$ cat config.mk
export PLATFORM = sky130hd
export DESIGN_NAME = oph_ctrl
export DESIGN_NICKNAME = d
export VERILOG_FILES = /design/src/hw/rtl/oph_pkg.sv /design/src/hw/rtl/oph_ctrl.sv
export SDC_FILE = /design/constraint.sdc
export NUM_CORES = 1
export LEC_CHECK = 0
export CAP_MARGIN = 40
export CORE_AREA = 5 5 42 44
export CTS_BUF_LIST = sky130_fd_sc_hd__clkbuf_2 sky130_fd_sc_hd__clkbuf_4 sky130_fd_sc_hd__clkbuf_8
export CTS_CLUSTER_SIZE = 25
export DETAILED_ROUTE_END_ITERATION = 8
export DIE_AREA = 0 0 47 49
export DONT_BUFFER_PORTS = 1
export PLACE_DENSITY_LB_ADDON = 0.15
export SLEW_MARGIN = 20
export SYNTH_ARGS = -nofsm -noshare
export SYNTH_HDL_FRONTEND = slang
export SYNTH_SLANG_ARGS = --single-unit
$ cat constraint.sdc
create_clock -name clk -period 3.3 [get_ports clk]
set_input_delay 0.33 -clock clk [delete_from_list [all_inputs] [get_ports clk]]
set_output_delay 0.33 -clock clk [all_outputs]
set_load 0.05 [all_outputs]
$ cat src/hw/rtl/oph_pkg.sv
`default_nettype none

package oph_pkg;

  localparam int DEF_MAX_ELEMENTS = 64;
  localparam int DEF_COUNT_WIDTH  = 24;

  localparam int ACTION_W    = 2;
  localparam int ELEMENT_W   = 6;
  localparam int ROW_W       = 6;
  localparam int COLUMN_W    = 7;
  localparam int LEN_W       = 7;
  localparam int COUNT_OUT_W = 30;

  localparam logic [LEN_W-1:0] LEN_RESET = 7'd64;

  typedef logic [ACTION_W-1:0] action_t;

  localparam action_t ACT_CLEAR = 2'd0;
  localparam action_t ACT_ADD   = 2'd1;
  localparam action_t ACT_READ  = 2'd2;
  localparam action_t ACT_FIRST = 2'd3;

  typedef struct packed {
    logic capture;
    logic sweep_start;
    logic sweep_step;
    logic first_rd;
    logic first_wr;
    logic pair_rd;
    logic pair_wr;
    logic read_rd;
    logic commit;
    logic load_result;
  } oph_cmd_t;

  typedef struct packed {
    action_t action;
    logic    range_err;
    logic    pos_zero;
    logic    walk_last;
    logic    sweep_last;
    logic    out_free;
  } oph_sts_t;

endpackage

`default_nettype wire

$ cat src/hw/rtl/oph_ctrl.sv
`default_nettype none

module oph_ctrl
  import oph_pkg::*;
(
  input  wire logic     clk,
  input  wire logic     rst,
  input  wire logic     request_valid,
  output logic          request_stall,
  input  wire oph_sts_t sts,
  output oph_cmd_t      cmd
);

  localparam logic [3:0] S_CLEAR    = 4'd0;
  localparam logic [3:0] S_IDLE     = 4'd1;
  localparam logic [3:0] S_DECODE   = 4'd2;
  localparam logic [3:0] S_FIRST_WR = 4'd3;
  localparam logic [3:0] S_PAIR_RD  = 4'd4;
  localparam logic [3:0] S_PAIR_WR  = 4'd5;
  localparam logic [3:0] S_COMMIT   = 4'd6;
  localparam logic [3:0] S_DONE     = 4'd7;

  logic [3:0] state;
  logic [3:0] state_next;
  logic       clear_reply;
  logic       clear_reply_next;

  assign request_stall = (state != S_IDLE);

  always_comb begin
    state_next       = state;
    clear_reply_next = clear_reply;
    cmd              = '0;
    case (state)
      S_CLEAR: begin
        cmd.sweep_step = 1'b1;
        if (sts.sweep_last) begin
          state_next = clear_reply ? S_DONE : S_IDLE;
        end
      end
      S_IDLE: begin
        if (request_valid) begin
          cmd.capture = 1'b1;
          state_next  = S_DECODE;
        end
      end
      S_DECODE: begin
        case (sts.action)
          ACT_CLEAR: begin
            cmd.sweep_start  = 1'b1;
            clear_reply_next = 1'b1;
            state_next       = S_CLEAR;
          end
          ACT_ADD: begin
            if (sts.range_err) begin
              state_next = S_DONE;
            end else if (sts.pos_zero) begin
              cmd.first_rd = 1'b1;
              state_next   = S_FIRST_WR;
            end else begin
              state_next = S_PAIR_RD;
            end
          end
          default: begin
            if (!sts.range_err) begin
              cmd.read_rd = 1'b1;
            end
            state_next = S_DONE;
          end
        endcase
      end
      S_FIRST_WR: begin
        cmd.first_wr = 1'b1;
        state_next   = S_COMMIT;
      end
      S_PAIR_RD: begin
        cmd.pair_rd = 1'b1;
        state_next  = S_PAIR_WR;
      end
      S_PAIR_WR: begin
        cmd.pair_wr = 1'b1;
        state_next  = sts.walk_last ? S_COMMIT : S_PAIR_RD;
      end
      S_COMMIT: begin
        cmd.commit = 1'b1;
        state_next = S_DONE;
      end
      S_DONE: begin
        if (sts.out_free) begin
          cmd.load_result  = 1'b1;
          clear_reply_next = 1'b0;
          state_next       = S_IDLE;
        end
      end
      default: begin
        state_next = S_IDLE;
      end
    endcase
  end

  always_ff @(posedge clk) begin
    if (rst) begin
      state       <= S_CLEAR;
      clear_reply <= 1'b0;
    end else begin
      state       <= state_next;
      clear_reply <= clear_reply_next;
    end
  end

`ifndef NO_ASSERTIONS
  a_load_when_free: assert property (@(posedge clk) disable iff (rst)
    cmd.load_result |-> sts.out_free)
    else $error("result loaded while output register busy");

  a_walk_next: assert property (@(posedge clk) disable iff (rst)
    cmd.pair_wr |=> (state == S_PAIR_RD) || (state == S_COMMIT))
    else $error("pair walk left its loop");

  a_sweep_exit: assert property (@(posedge clk) disable iff (rst)
    (state == S_CLEAR) && sts.sweep_last |=> (state == S_IDLE) || (state == S_DONE))
    else $error("clear sweep did not end");
`endif

endmodule

`default_nettype wire

Word-level counts from Yosys, hierarchy flattened. Index checks and enable logic that the tools add are counted. Widths: inputs -> output; s select.

Equality and inequality tests: 13. Divide/modulo/power cells: 0. Add/sub/neg operators: 0. Bitwise gates (word level): 0. Magnitude comparators: 0. Shift-type cells: 0. Multiplexer cells: 30. Multipliers: 0. Reductions and logical operators: 6.

Operators with widths (count): $pmux 4 s8 (1); $mux 1 (20); $eq 4x3->1 const B (4); $mux 4 (3); $mux 3 (3); $eq 4x2->1 const B (2); $ne 2x2->1 const B (3); $pmux 3 s2 (1); $reduce_and 3->1 (2); $eq 4x1->1 const B (1); $logic_not 4->1 (1); $ne 4x1->1 const B (1); $eq 2x1->1 const B (1); $logic_not 2->1 (1); $mux 2 (1); $ne 2x1->1 const B (1); $pmux 1 s2 (1); $reduce_bool 2->1 (1); $reduce_or 2->1 (1).

Memories: 0. Memory bits (writable): 0. Output and inout port bits: 11. Bits of input ports: 10. Bits in latches: 0. Bits in read-only memories: 0. Register bits: 5. Word-level logic and storage cells: 51.

Longest topological paths before layout.
Word-level depth: 4. Mapped depth: 5. Depth with buffers taken out: 4.

Worst setup path before layout. OpenSTA, ideal clock, no wires.

Path type: reg-to-output. From: reg state[0]. To: out cmd[2] (netlist name). Path slack: 1.058 ns. Path buffers: 0. Required time: 2.970 ns. Arrival time: 1.912 ns. Cell stages (with the launch flop): 3. Cell sequence: dfxtp_1 > or3b_4 > nor3b_1.

RTL lines: from (decl) (line oph_ctrl.sv:23) `logic [3:0] state;`; from (signal assigned) (line oph_ctrl.sv:106) `state <= state_next;`; to (decl) (line oph_ctrl.sv:11) `output oph_cmd_t cmd`.

==> report_table.html <==
<table>
<tr><th>Metric</th><th>Value</th></tr>
<tr><th colspan="2">Layout</th></tr>
<tr><td>Most common library cell in the layout ignoring fill and taps</td><td>nor2_1</td></tr>
<tr><td>Post-Layout Inst Area</td><td>463 sq um</td></tr>
<tr><td>Syn-to-layout area delta</td><td>20.5%</td></tr>
<tr><td>Final core utilization</td><td>33.0%</td></tr>
<tr><td>N_diodes</td><td>0</td></tr>
<tr><td>Most frequent cells in the layout</td><td>8 x nor2_1, 6 x nand2_1, 5 x buf_4</td></tr>
<tr><td>Number of nets in the final layout</td><td>67</td></tr>
<tr><td>Fraction of layout cells with a size suffix above 1</td><td>34.5%</td></tr>
<tr><td>Final Non-Filler Cells</td><td>71</td></tr>
<tr><th colspan="2">Clock tree</th></tr>
<tr><td>Hold-fix buffer count after cts</td><td>0</td></tr>
<tr><td>CTS tree</td><td>yes</td></tr>
<tr><td>Number of buffers on the longest clock path</td><td>2</td></tr>
<tr><td>Clock Latency Late Sink</td><td>0.23 ns</td></tr>
<tr><td>Setup fix buffers added after clock tree synthesis</td><td>0</td></tr>
<tr><td>Total of cells resized after clock tree synthesis</td><td>0</td></tr>
<tr><td>Number of sinks handled by clock tree synthesis</td><td>4</td></tr>
<tr><td>Number of buffers created by CTS</td><td>3</td></tr>
<tr><td>Max H-tree Level</td><td>1</td></tr>
<tr><td>Clock transition at the registers of the reported paths</td><td>0.03 ns</td></tr>
<tr><td>Master cell of the clock root buffer</td><td>clkbuf_4</td></tr>
<tr><th colspan="2">Worst setup path</th></tr>
<tr><td>Kind of cell adding the most delay to the critical path</td><td>simple AND/OR/NAND/NOR gates</td></tr>
<tr><td>Worst EP arrival</td><td>1.96 ns</td></tr>
<tr><td>Data required time of the critical path</td><td>2.97 ns</td></tr>
<tr><td>Launch point of the worst path</td><td>state[1]</td></tr>
<tr><td>Startpoint of the lowest-slack register-to-register path</td><td>state[0]</td></tr>
<tr><td>Category of the critical setup timing path</td><td>reg -&gt; out</td></tr>
<tr><td>Category of the worst setup path launch point</td><td>flop</td></tr>
<tr><td>Crit-path max FO</td><td>13</td></tr>
<tr><td>Cell-by-cell trace of the critical path</td><td>or3b_4 &gt; nor3b_2</td></tr>
<tr><td>Worst path max stage delay</td><td>0.70 ns</td></tr>
<tr><td>Bufs and invs on worst path</td><td>0</td></tr>
<tr><td>Max stage delay cell, worst path</td><td>nor3b_2</td></tr>
<tr><td>Worst setup EP type</td><td>primary output</td></tr>
<tr><th colspan="2">Timing</th></tr>
<tr><td>Sum of negative setup slack</td><td>0 ns</td></tr>
<tr><td>Final count of hold timing violations</td><td>0</td></tr>
<tr><td>Setup skew after layout</td><td>0.000920 ns</td></tr>
<tr><td>Maximum clock frequency</td><td>436 MHz</td></tr>
<tr><td>Setup repair after global routing missed its margin</td><td>no</td></tr>
<tr><td>Final clock period utilization by the worst path</td><td>69.5%</td></tr>
<tr><td>Fin crit period</td><td>2.29 ns</td></tr>
<tr><td>Post-layout worst setup margin</td><td>1.01 ns</td></tr>
<tr><td>Slew at the pin closest to its max-slew limit</td><td>0.833 ns</td></tr>
<tr><td>Setup-violating endpoint count in the final report</td><td>0</td></tr>
<tr><td>Final Slew Violations</td><td>0</td></tr>
<tr><td>Min Hold Slack</td><td>0.166 ns</td></tr>
<tr><td>Relative slew margins</td><td>44.2%</td></tr>
<tr><th colspan="2">Placement</th></tr>
<tr><td>RePlAce Congestion</td><td>0.657</td></tr>
<tr><td>Setup slack after placement</td><td>1.24 ns</td></tr>
<tr><td>Count of buffers from port buffering</td><td>0</td></tr>
<tr><td>Half-perimeter wire length of the detailed placement result</td><td>725 um</td></tr>
<tr><td>Placed insts</td><td>68</td></tr>
<tr><td>Area of placed instances</td><td>440 sq um</td></tr>
<tr><th colspan="2">Synthesis</th></tr>
<tr><td>Sequential share of the synthesized area</td><td>20.8%</td></tr>
<tr><td>Post-Synthesis Cells</td><td>49</td></tr>
<tr><td>Avg Cell Area, Syn</td><td>7.84 sq um</td></tr>
<tr><td>Post-Synthesis Net Count</td><td>59</td></tr>
<tr><td>Summed instance area of the synthesized netlist</td><td>384 sq um</td></tr>
<tr><td>Number of warnings reported in the yosys synthesis log</td><td>0</td></tr>
<tr><td>Number of different library cells in the post-synthesis netlist</td><td>23</td></tr>
<tr><td>Count of state elements after synthesis</td><td>4</td></tr>
<tr><th colspan="2">Die</th></tr>
<tr><td>Floorplan die height</td><td>49 um</td></tr>
<tr><td>Initial standard-cell utilization of the core</td><td>27.4%</td></tr>
<tr><td>Placeable core region</td><td>0.00140 sq mm</td></tr>
<tr><td>X dimension of the die</td><td>47 um</td></tr>
<tr><td>Total Die Area</td><td>0.00230 sq mm</td></tr>
<tr><td>Placement Rows</td><td>14</td></tr>
<tr><td>Number of ports placed on the die boundary</td><td>21</td></tr>
<tr><th colspan="2">Drt</th></tr>
<tr><td>Aggregate routed wire length</td><td>904 um</td></tr>
<tr><td>Remaining antenna violation count</td><td>0</td></tr>
<tr><td>Via total after detailed routing</td><td>369</td></tr>
<tr><td>DRT Pass-1 Iters</td><td>2</td></tr>
<tr><td>Routed len/inst</td><td>12.7 um</td></tr>
<tr><td>Count of routing violations after the opening detailed-route iteration</td><td>3</td></tr>
<tr><td>Via density per instance</td><td>5.20</td></tr>
<tr><td>DRC violations left</td><td>0</td></tr>
<tr><th colspan="2">Outcome</th></tr>
<tr><td>Result of the run</td><td>complete, no violations</td></tr>
<tr><th colspan="2">Power</th></tr>
<tr><td>Internal power of the cells</td><td>0.135 mW</td></tr>
<tr><td>Total power after layout</td><td>0.246 mW</td></tr>
<tr><td>Fraction of power consumed by combinational cells</td><td>45.7%</td></tr>
<tr><td>Total net switching power</td><td>0.111 mW</td></tr>
<tr><td>Clock network fraction of total power</td><td>23.5%</td></tr>
<tr><td>Peak supply drop</td><td>0.157 mV</td></tr>
<tr><td>Proportion of power drawn by flip-flops and latches</td><td>30.8%</td></tr>
<tr><td>Switching share of power</td><td>45.1%</td></tr>
<tr><td>Leak pwr</td><td>0.178 nW</td></tr>
<tr><td>P per Cell Area</td><td>532 mW/mm^2</td></tr>
<tr><th colspan="2">GRT</th></tr>
<tr><td>Wire length of the first global-routing pass</td><td>1.47 mm</td></tr>
<tr><td>Via count of the first global-routing pass</td><td>348</td></tr>
<tr><td>Antenna violations before repair</td><td>0</td></tr>
<tr><td>GR Overflow Total</td><td>0</td></tr>
<tr><td>Global routing usage summed across all routing layers</td><td>8.59%</td></tr>
<tr><td>Maximum number of pins on one net before global-route repair</td><td>17</td></tr>
<tr><th colspan="2">Worst hold path</th></tr>
<tr><td>Path class of the lowest-slack min-delay path</td><td>in -&gt; reg</td></tr>
<tr><td>Startpoint of the lowest-slack hold path</td><td>rst</td></tr>
<tr><th colspan="2">Job</th></tr>
<tr><td>Maximum Capacitance Violations</td><td>0</td></tr>
</table>
-- cell usage after synthesis --
cell type | n | share of area [%]
nor3_1 | 3 | 3.9
nand2b_1 | 3 | 4.9
dfxtp_1 | 4 | 21
nor2_4 | 1 | 2.9
nor4_1 | 1 | 1.6
nor4_2 | 1 | 3.3
nor2_1 | 8 | 7.8
and3b_1 | 1 | 2.3
a21oi_1 | 2 | 2.6
and3_1 | 2 | 3.3
or3b_4 | 1 | 2.9
nor3b_1 | 2 | 3.9
a221oi_2 | 1 | 3.9
nor3_2 | 1 | 2.6
nor2b_1 | 2 | 3.3
a2111oi_2 | 2 | 7.8
o21ai_1 | 1 | 1.3
o41ai_2 | 1 | 4.2
nor3b_2 | 1 | 3.3
and2_1 | 1 | 1.6
nand2_1 | 6 | 5.9
o21a_1 | 1 | 2.0
buf_2 | 3 | 3.9
-- cell type report --
type	instances	area (sq um)
fillers	170	938
multi-input cells	42	299
flip-flops and latches	4	80.1
repair buffers	6	41.3
clock buffers	3	22.5
well taps	16	20.0
-- power by group through the flow --
| stage | Sequential (mW) | Clock (mW) | Combinational, mW |
|---|---|---|---|
| final | 0.0760 | 0.0578 | 0.113 |
| after global routing | 0.0791 | 0.0646 | 0.121 |
| after CTS | 0.0760 | 0.0614 | 0.114 |
| after detailed placement | 0.0768 | 0 | 0.114 |
| after global placement | 0.0765 | 0 | 0.112 |
| after floorplan | 0.0607 | 0 | 0.111 |
-- per-layer routing --
layer | wire [um] | global-route usage [%] | share of wire [%]
met1 | 395 | 10.5 | 44
met2 | 390 | 11.8 | 43
met3 | 117 | 4.80 | 13
met4 | 0 | 4.15 | 0
met5 | 0 | 0 | 0
-- state kept, by name, indices dropped and copies added, names as in the netlist --
name / flops
clear_reply: 1
state: 3
-- cells by family (layout without fill, tap and decap cells) --
group	after synthesis	in the layout	share of synthesized area, %
flops	4	4	20.8
compound gates	8	8	21.8
simple gates	34	34	53.4
buf+inv	3	9	3.91
-- worst reg2reg max path, stage by stage, from the launching register on --
cell and delay, ns:
dfxtp_1 0.62, and3_1 0.28, and2_1 0.53, nor4_2 0.11
-- path summary, 6_finish.rpt --
check / end / cells past startpoint / slack, ns
worst min register to register: clear_reply / 2 / 0.53
worst max-delay path: cmd[2] / 2 / 1.01
worst min-delay path: state[2] / 1 / 0.17
worst max register to register: state[2] / 3 / 1.62
(Power assumes the default switching activity.)
